File: config.mk
export PLATFORM = sky130hd
export DESIGN_NAME = calendar_date_set_and_add_days_core_flat
export DESIGN_NICKNAME = d
export VERILOG_FILES = /design/src/rtl/core/cdsa_pkg.sv /design/src/rtl/core/cdsa_chan_if.sv /design/src/rtl/core/calendar_date_set_and_add_days_core.sv /design/src/flat_wrapper.sv
export SDC_FILE = /design/constraint.sdc
export NUM_CORES = 1
export LEC_CHECK = 0
export BUFFER_PORTS_ARGS = -buffer_cell sky130_fd_sc_hd__buf_2
export CAP_MARGIN = 0
export CORE_MARGIN = 1.5
export CORE_UTILIZATION = 35
export CTS_BUF_LIST = sky130_fd_sc_hd__clkbuf_8
export DETAILED_ROUTE_END_ITERATION = 10
export GPL_TIMING_DRIVEN = 0
export PLACE_DENSITY = 0.51
export RECOVER_POWER = 25
export SLEW_MARGIN = 0
export SYNTH_ARGS = -nofsm -noshare
export SYNTH_HDL_FRONTEND = slang
export SYNTH_SLANG_ARGS = --single-unit
File: constraint.sdc
create_clock -name clock -period 6.4 [get_ports clock]
set_input_delay 1.28 -clock clock [delete_from_list [all_inputs] [get_ports clock]]
set_output_delay 1.28 -clock clock [all_outputs]
set_load 0.02 [all_outputs]
File: src/rtl/core/cdsa_pkg.sv
// Package with widths, constants and the month length table of the date core.
`default_nettype none
package cdsa_pkg;

   localparam int OFFSET_BITS = 16;
   localparam int MAX_YEAR    = 9999;

   localparam int DAY_W    = 5;
   localparam int MONTH_W  = 4;
   localparam int YEAR_W   = 14;
   localparam int OFFSET_W = 16;
   localparam int YEXT_W   = YEAR_W + 1;
   localparam int DACC_W   = OFFSET_BITS + 2;

   localparam int RECIP       = 5243;
   localparam int RECIP_W     = 13;
   localparam int RECIP_SHIFT = 19;
   localparam int CENT_W      = 8;

   localparam logic REQ_SET = 1'b0;
   localparam logic REQ_ADD = 1'b1;

   localparam logic [MONTH_W-1:0] MONTH_JAN = 4'd1;
   localparam logic [MONTH_W-1:0] MONTH_FEB = 4'd2;
   localparam logic [MONTH_W-1:0] MONTH_DEC = 4'd12;

   localparam logic [DAY_W-1:0]   RESET_DAY   = 5'd1;
   localparam logic [MONTH_W-1:0] RESET_MONTH = 4'd1;
   localparam logic [YEAR_W-1:0]  RESET_YEAR  = 14'd2000;

   localparam logic [DAY_W-1:0] DEC_DAYS = 5'd31;

   function automatic logic [DAY_W-1:0] month_days(input logic [MONTH_W-1:0] month,
                                                   input logic leap);
      logic [DAY_W-1:0] days;
      case (month)
         4'd1, 4'd3, 4'd5, 4'd7, 4'd8, 4'd10, 4'd12: days = 5'd31;
         4'd4, 4'd6, 4'd9, 4'd11: days = 5'd30;
         MONTH_FEB: days = leap ? 5'd29 : 5'd28;
         default: days = 5'd0;
      endcase
      return days;
   endfunction

endpackage
`default_nettype wire

File: src/rtl/core/cdsa_chan_if.sv
// Request and response channel interfaces of the date core.
`default_nettype none
interface cdsa_req_if;
   logic                              valid;
   logic                              ready;
   logic                              req_type;
   logic [cdsa_pkg::DAY_W-1:0]        new_day;
   logic [cdsa_pkg::MONTH_W-1:0]      new_month;
   logic [cdsa_pkg::YEAR_W-1:0]       new_year;
   logic signed [cdsa_pkg::OFFSET_W-1:0] day_offset;

   modport source (output valid, req_type, new_day, new_month, new_year, day_offset,
                   input ready);
   modport sink (input valid, req_type, new_day, new_month, new_year, day_offset,
                 output ready);
endinterface

interface cdsa_rsp_if;
   logic                         valid;
   logic                         ready;
   logic [cdsa_pkg::DAY_W-1:0]   cur_day;
   logic [cdsa_pkg::MONTH_W-1:0] cur_month;
   logic [cdsa_pkg::YEAR_W-1:0]  cur_year;
   logic                         rejected;

   modport source (output valid, cur_day, cur_month, cur_year, rejected, input ready);
   modport sink (input valid, cur_day, cur_month, cur_year, rejected, output ready);
endinterface
`default_nettype wire

File: src/rtl/core/calendar_date_set_and_add_days_core.sv
// Top level of the Gregorian date core with validated set and signed day add.
// A set request passes through the leap and step states to the response word.
// An add request walks one month per cycle through a shared compare and add or subtract
// step, pausing in the leap state for the leap test of each year crossed. One request is
// in flight at a time, and the next one can be taken in the cycle after the response
// word leaves.
// Synchronous reset loads the date 2000-01-01 and empties the sequencer.
`default_nettype none
module calendar_date_set_and_add_days_core (
   input  logic       clock,
   input  logic       reset,
   cdsa_req_if.sink   req_chan,
   cdsa_rsp_if.source rsp_chan
);

   typedef enum logic [3:0] {
      ST_IDLE = 4'b0001,
      ST_LEAP = 4'b0010,
      ST_STEP = 4'b0100,
      ST_DONE = 4'b1000
   } state_type;

   state_type state_ff, state_in;
   logic op_ff, op_in;
   logic rej_ff, rej_in;
   logic [cdsa_pkg::DAY_W-1:0]   day_ff, day_in;
   logic [cdsa_pkg::MONTH_W-1:0] month_ff, month_in;
   logic [cdsa_pkg::YEAR_W-1:0]  year_ff, year_in;
   logic signed [cdsa_pkg::DACC_W-1:0] dacc_ff, dacc_in;
   logic [cdsa_pkg::MONTH_W-1:0] mwalk_ff, mwalk_in;
   logic [cdsa_pkg::YEXT_W-1:0]  ywalk_ff, ywalk_in;
   logic [cdsa_pkg::CENT_W-1:0]  cent_ff, cent_in;

   logic [cdsa_pkg::OFFSET_BITS-1:0] off_raw;
   logic signed [cdsa_pkg::DACC_W-1:0] off_ext;
   logic [cdsa_pkg::YEXT_W+cdsa_pkg::RECIP_W-1:0] recip_prod;
   logic [cdsa_pkg::YEXT_W-1:0] cent_x100;
   logic is_century, is_leap, under, over, set_ok;
   logic [cdsa_pkg::MONTH_W-1:0] look_month;
   logic [cdsa_pkg::DAY_W-1:0] lim;
   logic signed [cdsa_pkg::DACC_W-1:0] lim_ext;

   assign off_raw = cdsa_pkg::OFFSET_BITS'(req_chan.day_offset);
   assign off_ext = cdsa_pkg::DACC_W'(signed'(off_raw));

   // Year divided by 100 through a reciprocal multiply, exact below 16384.
   assign recip_prod = (cdsa_pkg::YEXT_W+cdsa_pkg::RECIP_W)'(ywalk_ff)
                     * (cdsa_pkg::YEXT_W+cdsa_pkg::RECIP_W)'(cdsa_pkg::RECIP);
   assign cent_in = cdsa_pkg::CENT_W'(recip_prod >> cdsa_pkg::RECIP_SHIFT);

   assign cent_x100 = (cdsa_pkg::YEXT_W'(cent_ff) << 6) + (cdsa_pkg::YEXT_W'(cent_ff) << 5)
                    + (cdsa_pkg::YEXT_W'(cent_ff) << 2);
   assign is_century = (ywalk_ff == cent_x100);
   assign is_leap = (ywalk_ff[1:0] == 2'b00) && (!is_century || cent_ff[1:0] == 2'b00);

   assign under = dacc_ff[cdsa_pkg::DACC_W-1] || (dacc_ff == '0);
   assign look_month = (op_ff == cdsa_pkg::REQ_ADD && under) ? mwalk_ff - 1'b1 : mwalk_ff;
   assign lim = cdsa_pkg::month_days(look_month, is_leap);
   assign lim_ext = signed'({{(cdsa_pkg::DACC_W-cdsa_pkg::DAY_W){1'b0}}, lim});
   assign over = dacc_ff > lim_ext;
   assign set_ok = (ywalk_ff <= cdsa_pkg::YEXT_W'(cdsa_pkg::MAX_YEAR)) && (lim != '0)
                 && !under && !over;

   always_comb begin
      state_in = state_ff;
      op_in    = op_ff;
      rej_in   = rej_ff;
      day_in   = day_ff;
      month_in = month_ff;
      year_in  = year_ff;
      dacc_in  = dacc_ff;
      mwalk_in = mwalk_ff;
      ywalk_in = ywalk_ff;
      case (state_ff)
         ST_IDLE: begin
            if (req_chan.valid) begin
               op_in    = req_chan.req_type;
               rej_in   = 1'b0;
               state_in = ST_LEAP;
               if (req_chan.req_type == cdsa_pkg::REQ_SET) begin
                  dacc_in  = cdsa_pkg::DACC_W'(req_chan.new_day);
                  mwalk_in = req_chan.new_month;
                  ywalk_in = cdsa_pkg::YEXT_W'(req_chan.new_year);
               end else begin
                  dacc_in  = cdsa_pkg::DACC_W'(day_ff) + off_ext;
                  mwalk_in = month_ff;
                  ywalk_in = cdsa_pkg::YEXT_W'(year_ff);
               end
            end
         end
         ST_LEAP: begin
            state_in = ST_STEP;
         end
         ST_STEP: begin
            if (op_ff == cdsa_pkg::REQ_SET) begin
               state_in = ST_DONE;
               if (set_ok) begin
                  day_in   = cdsa_pkg::DAY_W'(dacc_ff);
                  month_in = mwalk_ff;
                  year_in  = cdsa_pkg::YEAR_W'(ywalk_ff);
               end else begin
                  rej_in = 1'b1;
               end
            end else if (over) begin
               dacc_in = dacc_ff - lim_ext;
               if (mwalk_ff == cdsa_pkg::MONTH_DEC) begin
                  mwalk_in = cdsa_pkg::MONTH_JAN;
                  ywalk_in = ywalk_ff + 1'b1;
                  if (ywalk_ff >= cdsa_pkg::YEXT_W'(cdsa_pkg::MAX_YEAR)) begin
                     rej_in   = 1'b1;
                     state_in = ST_DONE;
                  end else begin
                     state_in = ST_LEAP;
                  end
               end else begin
                  mwalk_in = mwalk_ff + 1'b1;
               end
            end else if (under) begin
               if (mwalk_ff == cdsa_pkg::MONTH_JAN) begin
                  if (ywalk_ff == '0) begin
                     rej_in   = 1'b1;
                     state_in = ST_DONE;
                  end else begin
                     // December always has 31 days, so the new year's leap test can wait.
                     ywalk_in = ywalk_ff - 1'b1;
                     mwalk_in = cdsa_pkg::MONTH_DEC;
                     dacc_in  = dacc_ff + cdsa_pkg::DACC_W'(cdsa_pkg::DEC_DAYS);
                     state_in = ST_LEAP;
                  end
               end else begin
                  mwalk_in = mwalk_ff - 1'b1;
                  dacc_in  = dacc_ff + lim_ext;
               end
            end else begin
               day_in   = cdsa_pkg::DAY_W'(dacc_ff);
               month_in = mwalk_ff;
               year_in  = cdsa_pkg::YEAR_W'(ywalk_ff);
               state_in = ST_DONE;
            end
         end
         ST_DONE: begin
            if (rsp_chan.ready) begin
               state_in = ST_IDLE;
            end
         end
         default: begin
            state_in = ST_IDLE;
         end
      endcase
   end

   always_ff @(posedge clock) begin
      if (reset) begin
         state_ff <= ST_IDLE;
         rej_ff   <= 1'b0;
         day_ff   <= cdsa_pkg::RESET_DAY;
         month_ff <= cdsa_pkg::RESET_MONTH;
         year_ff  <= cdsa_pkg::RESET_YEAR;
      end else begin
         state_ff <= state_in;
         rej_ff   <= rej_in;
         day_ff   <= day_in;
         month_ff <= month_in;
         year_ff  <= year_in;
      end
   end

   always_ff @(posedge clock) begin
      op_ff    <= op_in;
      dacc_ff  <= dacc_in;
      mwalk_ff <= mwalk_in;
      ywalk_ff <= ywalk_in;
      cent_ff  <= cent_in;
   end

   assign req_chan.ready     = (state_ff == ST_IDLE);
   assign rsp_chan.valid     = (state_ff == ST_DONE);
   assign rsp_chan.cur_day   = day_ff;
   assign rsp_chan.cur_month = month_ff;
   assign rsp_chan.cur_year  = year_ff;
   assign rsp_chan.rejected  = rej_ff;

endmodule
`default_nettype wire

File: src/flat_wrapper.sv
// flat-port wrapper written by rule: the top's interface ports become plain ports
module calendar_date_set_and_add_days_core_flat 
  (clock, reset, req_chan_valid, req_chan_req_type, req_chan_new_day, req_chan_new_month, req_chan_new_year, req_chan_day_offset, req_chan_ready, rsp_chan_valid, rsp_chan_cur_day, rsp_chan_cur_month, rsp_chan_cur_year, rsp_chan_rejected, rsp_chan_ready);
  cdsa_req_if req_chan_i ();
  cdsa_rsp_if rsp_chan_i ();
  input  logic clock;
  input  logic reset;
  input wire logic [$bits(req_chan_i.valid)-1:0] req_chan_valid;
  input wire logic [$bits(req_chan_i.req_type)-1:0] req_chan_req_type;
  input wire logic [$bits(req_chan_i.new_day)-1:0] req_chan_new_day;
  input wire logic [$bits(req_chan_i.new_month)-1:0] req_chan_new_month;
  input wire logic [$bits(req_chan_i.new_year)-1:0] req_chan_new_year;
  input wire logic [$bits(req_chan_i.day_offset)-1:0] req_chan_day_offset;
  output wire logic [$bits(req_chan_i.ready)-1:0] req_chan_ready;
  output wire logic [$bits(rsp_chan_i.valid)-1:0] rsp_chan_valid;
  output wire logic [$bits(rsp_chan_i.cur_day)-1:0] rsp_chan_cur_day;
  output wire logic [$bits(rsp_chan_i.cur_month)-1:0] rsp_chan_cur_month;
  output wire logic [$bits(rsp_chan_i.cur_year)-1:0] rsp_chan_cur_year;
  output wire logic [$bits(rsp_chan_i.rejected)-1:0] rsp_chan_rejected;
  input wire logic [$bits(rsp_chan_i.ready)-1:0] rsp_chan_ready;
  assign req_chan_i.valid = req_chan_valid;
  assign req_chan_i.req_type = req_chan_req_type;
  assign req_chan_i.new_day = req_chan_new_day;
  assign req_chan_i.new_month = req_chan_new_month;
  assign req_chan_i.new_year = req_chan_new_year;
  assign req_chan_i.day_offset = req_chan_day_offset;
  assign req_chan_ready = req_chan_i.ready;
  assign rsp_chan_valid = rsp_chan_i.valid;
  assign rsp_chan_cur_day = rsp_chan_i.cur_day;
  assign rsp_chan_cur_month = rsp_chan_i.cur_month;
  assign rsp_chan_cur_year = rsp_chan_i.cur_year;
  assign rsp_chan_rejected = rsp_chan_i.rejected;
  assign rsp_chan_i.ready = rsp_chan_ready;
  calendar_date_set_and_add_days_core u_core (.clock(clock), .reset(reset), .req_chan(req_chan_i), .rsp_chan(rsp_chan_i));
endmodule
==> impl_metrics.py, run 1 <==
metrics = {
    "run_status": {
        "status": "completed",
    },
    "min_path": {
        "min_path_type": "register to register",
        "min_to": "u_core.rsp_chan.cur_year[0]$_SDFFE_PP0P_",
        "min_from": "u_core.rsp_chan.cur_year[0]$_SDFFE_PP0P_",
        "worstHoldPathCells": 2,
    },
    "yosys": {
        "avgSynthCellArea_um2": 9.08,
        "synth_compound_area_frac": 0.134,
        "synthMuxAreaShare": 0.0402,
        "async_flop_share": 0,
        "synth-edff-count": 38,
        "ys_types": 73,
        "synth_nets": 1393,
        "ys_seq_area_frac": 0.185,
        "synth_adder_area_share": 0.359,
        "ys.flop_type": "edfxtp_1",
        "yosys.area_share.simple": 0.147,
        "synth_xor_area_frac": 0.0619,
        "synth_top_family_by_area": "adder cells",
        "synthCells": 1107,
        "synth-seq-cells": 74,
        "synth_warnings": 0,
        "synth_area_um2": 10100,
    },
    "clock_network": {
        "cts_buffers": 9,
        "cts_buffer_depth": 2,
        "postCtsHoldBufs": 0,
        "clk_latency_ns": 0.39,
        "htreeDepth": 3,
        "tritoncts": "yes",
        "cts_sinks": 74,
        "cts_root_buf": "clkbuf_8",
        "cts.clk_slew.worst_paths_ns": 0.09,
    },
    "timing": {
        "slew_headroom": 0.235,
        "fin_crit_ns": 6.23,
        "worst_pin_slew_ns": 1.14,
        "rsz0062_at_grt": "yes",
        "drv_slew": 0,
        "finalSetupViolations": 0,
        "fin_crit_sh": 0.974,
        "max_freq_mhz": 160,
        "setup_ws_ns": 0.167,
        "hold_viol": 0,
        "skew_ns": 0.0153,
        "fin_hold_ws_ns": 0.489,
    },
    "critical_path": {
        "cp_slowest_cell": "fa_1",
        "critPathBufInv": 2,
        "cp.arrival_ns": 6.37,
        "cp_max_fo": 4,
        "crit_path_end_kind": "register",
        "rr_worst_depth": 28,
        "reg2reg_to": "u_core.ywalk_ff[13]$_DFFE_PP_",
        "critical_path_class": "register to register",
        "cp.required_ns": 6.53,
        "crit_path_frequent_cell": "a21o_1",
        "rrSetupSlack_ns": 0.17,
        "reg2reg_from": "u_core.cent_ff[1]$_DFF_P_",
        "slowest_delay_ns": 0.51,
        "crit_family": "compound AO/OA/AOI/OAI gates",
        "critPathLaunchType": "register",
    },
    "global_route": {
        "overflow": 0,
        "grt_usage": 0.198,
        "antenna_found_initial": 0,
        "grt_max_degree": 23,
        "grt_pass1_wl_um": 44200,
        "grt_pass1_vias": 7826,
    },
    "pwr": {
        "ir_drop_uv": 453,
        "p_total_mw": 5.88,
        "p_leak_nw": 5.02,
        "powerDensity_nw_per_um2": 512,
    },
    "finish": {
        "drive_gt1_frac": 0.119,
        "final_cell_mix": "ha_1 (160), inv_1 (151), fa_1 (73)",
        "layout-area-overhead-vs-synth_pct": 14.3,
        "diodes": 0,
        "fin_cells": 1584,
        "layout_commonest_cell": "ha_1",
        "fin_nets": 1487,
        "postLayoutCellArea_um2": 11500,
    },
    "placement": {
        "placedInstanceArea_um2": 10900,
        "numPortBuffers": 68,
        "place_hpwl_um": 22300,
        "dpl_worst_slack_ns": -0.989,
        "dp_cells": 1553,
        "gp_congestion": 0.858,
    },
    "floorplan": {
        "fp.dieW_um": 172,
        "num_rows": 61,
        "initial_core_util": 0.359,
        "coreArea_um2": 28000,
        "die_h_um": 172,
        "io_pins": 70,
        "die_area_um2": 29700,
    },
    "routing": {
        "vias_per_cell": 5.12,
        "vias": 8117,
        "wirelength_um": 28400,
        "wl_per_cell_um": 17.9,
        "first_pass_iters": 4,
        "drc": 0,
        "postRouteAntennaNets": 0,
        "drt-initial-drc-count": 507,
    },
    "job": {
        "max_cap_violations": 0,
    },
}
==> worst min-delay path: stages, from the launching register on <==
cell	delay, ns
dfxtp_1	0.32
nand2b_1	0.07
mux2i_1	0.05
==> stage by stage <==
stage | setup TNS [ns] | util
finish | 0 | 0.410
global placement | -42.51 | 0.388
CTS | 0 | 0.406
detailed placement | -10.90 | 0.389
floorplan | 0 | -
global route | -0.310 | 0.410
==> kinds of logic (layout without fill, tap and decap cells) <==
family | Yosys count | after routing
xor+xnor | 71 | 71
buf+inv | 191 | 290
flops | 74 | 74
fa+ha+maj | 242 | 242
mux | 40 | 40
simple gates | 281 | 281
compound gates | 208 | 208
==> power breakdown <==
group          total (mW)  internal, mW  switching, mW
sequential          0.743         0.606          0.138
combinational        4.68          2.11           2.57
clock               0.459         0.255          0.204
total                5.88          2.97           2.92
==> worst max-delay path by stage <==
stage                     cells past startpoint                            end                        start  slack (ns)
after floorplan                              30  u_core.ywalk_ff[13]$_DFFE_PP_    u_core.cent_ff[1]$_DFF_P_        0.06
after global placement                       21    u_core.dacc_ff[6]$_DFFE_PP_  u_core.dacc_ff[1]$_DFFE_PP_       -1.35
after detailed placement                     28  u_core.ywalk_ff[13]$_DFFE_PP_  u_core.dacc_ff[1]$_DFFE_PP_       -0.99
after CTS                                    32  u_core.ywalk_ff[13]$_DFFE_PP_    u_core.cent_ff[0]$_DFF_P_      0.0006
after global routing                         30  u_core.ywalk_ff[13]$_DFFE_PP_    u_core.cent_ff[0]$_DFF_P_       -0.18
final                                        28  u_core.ywalk_ff[13]$_DFFE_PP_    u_core.cent_ff[1]$_DFF_P_        0.17
==> synthesized netlist by cell type, types with 11 or more instances <==
library cell / count / share of area
a211oi_1: 14 / 0.010
a21oi_1: 51 / 0.025
and3_1: 11 / 0.0068
clkbuf_1: 22 / 0.0082
dfxtp_1: 36 / 0.072
edfxtp_1: 38 / 0.11
fa_1: 77 / 0.15
ha_1: 165 / 0.21
inv_1: 157 / 0.059
mux2i_1: 37 / 0.037
nand2_1: 47 / 0.018
nand2b_1: 35 / 0.022
nand3_1: 23 / 0.011
nand4_1: 12 / 0.0075
nor2_1: 67 / 0.025
nor2b_1: 17 / 0.011
nor3_1: 26 / 0.013
o21ai_0: 47 / 0.023
o22ai_1: 16 / 0.010
xnor2_1: 47 / 0.041
xor2_1: 24 / 0.021
==> cell type report <==
type                            count  area (um^2)
Tap cell                          378          473
Clock buffer                        9          124
Sequential cell                    74         1870
Multi-Input combinational cell    842         7700
Buffer                             32          169
Timing Repair Buffer               84          452
Fill cell                        2848        16500
Inverter                          158          601
Clock inverter                      7          108
==> layer usage <==
| metal | wire, um | vias to the layer above | GRT usage |
|---|---|---|---|
| met1 | 15100 | 3889 | 0.302 |
| met3 | 1160 | 23 | 0.0298 |
| li1 | - | 4033 | - |
| met4 | 306 | 0 | 0.0355 |
| met5 | 0 | - | 0 |
| met2 | 11800 | 172 | 0.295 |
==> repair_timing <==
| action | in CTS | in global routing |
|---|---|---|
| resized for setup | 38 | 27 |
| setup endpoints to repair | 26 | 8 |
| pin swaps | 26 | 21 |
| setup buffers | 12 | 3 |
| gates cloned | 1 | 0 |
==> state kept, by name (all words and copies together), names as in the netlist <==
signal                     count
u_core.cent_ff                 8
u_core.rsp_chan.cur_month      4
u_core.ywalk_ff               15
u_core.mwalk_ff                4
u_core.dacc_ff                18
u_core.rsp_chan.cur_day        5
u_core.state_ff                4
u_core.rsp_chan.rejected       1
u_core.rsp_chan.cur_year      14
u_core.op_ff                   1
(Power assumes the default switching activity.)
==> run 2: changes to the inputs <==
--- a/config.mk
+++ b/config.mk
@@ -8,11 +8,11 @@
 export BUFFER_PORTS_ARGS = -buffer_cell sky130_fd_sc_hd__buf_2
 export CAP_MARGIN = 0
 export CORE_MARGIN = 1.5
-export CORE_UTILIZATION = 35
+export CORE_UTILIZATION = 58
 export CTS_BUF_LIST = sky130_fd_sc_hd__clkbuf_8
 export DETAILED_ROUTE_END_ITERATION = 10
 export GPL_TIMING_DRIVEN = 0
-export PLACE_DENSITY = 0.51
+export PLACE_DENSITY = 0.78
 export RECOVER_POWER = 25
 export SLEW_MARGIN = 0
 export SYNTH_ARGS = -nofsm -noshare
==> impl_metrics.py, run 2 (synthesized netlist as in run 1, its figures left out) <==
metrics = {
    "clock_network": {
        "cts.clk_slew.worst_paths_ns": 0.09,
        "cts_root_buf": "clkbuf_8",
        "tritoncts": "yes",
        "clk_latency_ns": 0.39,
        "cts_sinks": 74,
        "cts_buffers": 9,
        "htreeDepth": 3,
        "cts_buffer_depth": 2,
    },
    "critical_path": {
        "crit_family": "compound AO/OA/AOI/OAI gates",
        "cp.arrival_ns": 6.52,
        "slowest_delay_ns": 0.58,
        "rrSetupSlack_ns": 0.01,
        "cp.required_ns": 6.53,
        "crit_path_frequent_cell": "a21o_1",
        "critPathBufInv": 4,
        "cp_slowest_cell": "fa_2",
        "critPathLaunchType": "register",
        "crit_path_end_kind": "register",
        "critical_path_class": "register to register",
        "cp_max_fo": 3,
    },
    "placement": {
        "numPortBuffers": 68,
        "placedInstanceArea_um2": 10700,
        "dpl_worst_slack_ns": -0.969,
        "gp_congestion": 0.933,
        "place_hpwl_um": 20600,
    },
    "job": {
        "max_cap_violations": 0,
    },
    "global_route": {
        "grt_max_degree": 23,
        "antenna_found_initial": 0,
        "grt_pass1_vias": 8401,
        "grt_usage": 0.308,
        "overflow": 0,
        "grt_pass1_wl_um": 43200,
    },
    "finish": {
        "layout_commonest_cell": "ha_1",
        "fin_util": 0.673,
        "drive_gt1_frac": 0.118,
        "fin_nets": 1491,
        "top_register": "u_core.dacc_ff",
        "postLayoutCellArea_um2": 11300,
        "diodes": 0,
        "layout-area-overhead-vs-synth_pct": 12.2,
        "largest_reg_flops": 18,
        "final_cell_mix": "ha_1 (160), inv_1 (154), fa_1 (73)",
    },
    "timing": {
        "finalSetupViolations": 0,
        "setup_ws_ns": 0.0113,
        "drv_slew": 0,
        "fin_crit_sh": 0.998,
        "skew_ns": 0.0134,
        "hold_viol": 0,
        "slew_headroom": 0.0780,
        "rsz0062_at_grt": "yes",
        "fin_crit_ns": 6.39,
        "max_freq_mhz": 157,
        "worst_pin_slew_ns": 1.38,
    },
    "routing": {
        "wirelength_um": 26900,
        "drc": 0,
        "vias": 8532,
        "postRouteAntennaNets": 0,
        "vias_per_cell": 5.97,
        "first_pass_iters": 7,
        "drt-initial-drc-count": 920,
        "wl_per_cell_um": 18.8,
    },
    "floorplan": {
        "fp.dieW_um": 135,
        "die_area_um2": 18100,
        "io_pins": 70,
        "num_rows": 47,
        "initial_core_util": 0.600,
        "coreArea_um2": 16800,
        "die_h_um": 135,
    },
    "pwr": {
        "ir_drop_uv": 603,
        "powerDensity_nw_per_um2": 519,
        "p_leak_nw": 5.02,
        "p_total_mw": 5.86,
    },
    "run_status": {
        "status": "completed",
    },
    "min_path": {
        "min_path_type": "register to register",
    },
}
run 2: cell types whose count changed in the layout (fill, tap and decap cells not counted), moves of 2 or more:
cell and delta:
bufinv_16 -2, o21ai_1 +3, buf_6 +2, inv_1 +3
o21ai_2 -2
run 2: per-stage QoR:
stage / setup TNS [ns] / hold WS [ns] / std cells
6_report: 0 / 0.495 / 1430
5_1_grt: -0.809 / 0.511 / 1430
4_1_cts: 0 / 0.493 / 1420
3_5_place_dp: -7.78 / 0.478 / 1395
3_3_place_gp: -28.61 / 0.471 / 1395
2_1_floorplan: 0 / 0.515 / 1107
run 2: worst paths after layout:
kind                                              from                                   endpoint  depth (start not counted)
min reg2reg  u_core.rsp_chan.cur_month[3]$_SDFFE_PP0P_  u_core.rsp_chan.cur_month[3]$_SDFFE_PP0P_                          2
min          u_core.rsp_chan.cur_month[3]$_SDFFE_PP0P_  u_core.rsp_chan.cur_month[3]$_SDFFE_PP0P_                          2
max                          u_core.cent_ff[1]$_DFF_P_              u_core.ywalk_ff[13]$_DFFE_PP_                         30
max reg2reg                  u_core.cent_ff[1]$_DFF_P_              u_core.ywalk_ff[13]$_DFFE_PP_                         30
run 2: worst reg2reg max path: cells and delay by family (launching register included):
| kind | cells | cell delay, ns |
|---|---|---|
| XOR/XNOR | 2 | 0.36 |
| AO/OA/AOI/OAI | 13 | 2.65 |
| AND/OR/NAND/NOR | 6 | 0.99 |
| buffers and inverters | 4 | 0.30 |
| adder cells (fa/ha/maj) | 5 | 1.50 |
| flip-flops | 1 | 0.37 |
run 2: what timing repair did:
action	4_1_cts	5_1_grt
hold endpoints to repair	0	0
hold buffers	0	0
gates cloned	1	0
pin swaps	21	32
endpoints found under the setup margin	25	23
buffers inserted	9	10
gates resized for setup	34	34
run 2: layout make-up:
type                            instances  area (um^2)
Tap cell                              220          275
Clock buffer                            9          124
Clock inverter                          7         61.3
Sequential cell                        74         1870
Buffer                                 32          170
Multi-Input combinational cell        842         7680
Inverter                              158          606
Fill cell                            1369         5480
Timing Repair Buffer                   88          489
run 2: metal layers:
layer	up-vias	wire (um)	GRT usage
met5	-	0	0
met4	0	624	0.0771
met3	56	2550	0.0683
met2	407	11900	0.483
met1	4042	11900	0.433
li1	4027	-	-
run 2: power breakdown:
part,leakage [nW],switching [mW],internal (mW)
registers,0.657,0.136,0.607
clock network,0.102,0.194,0.176
logic,4.26,2.60,2.14
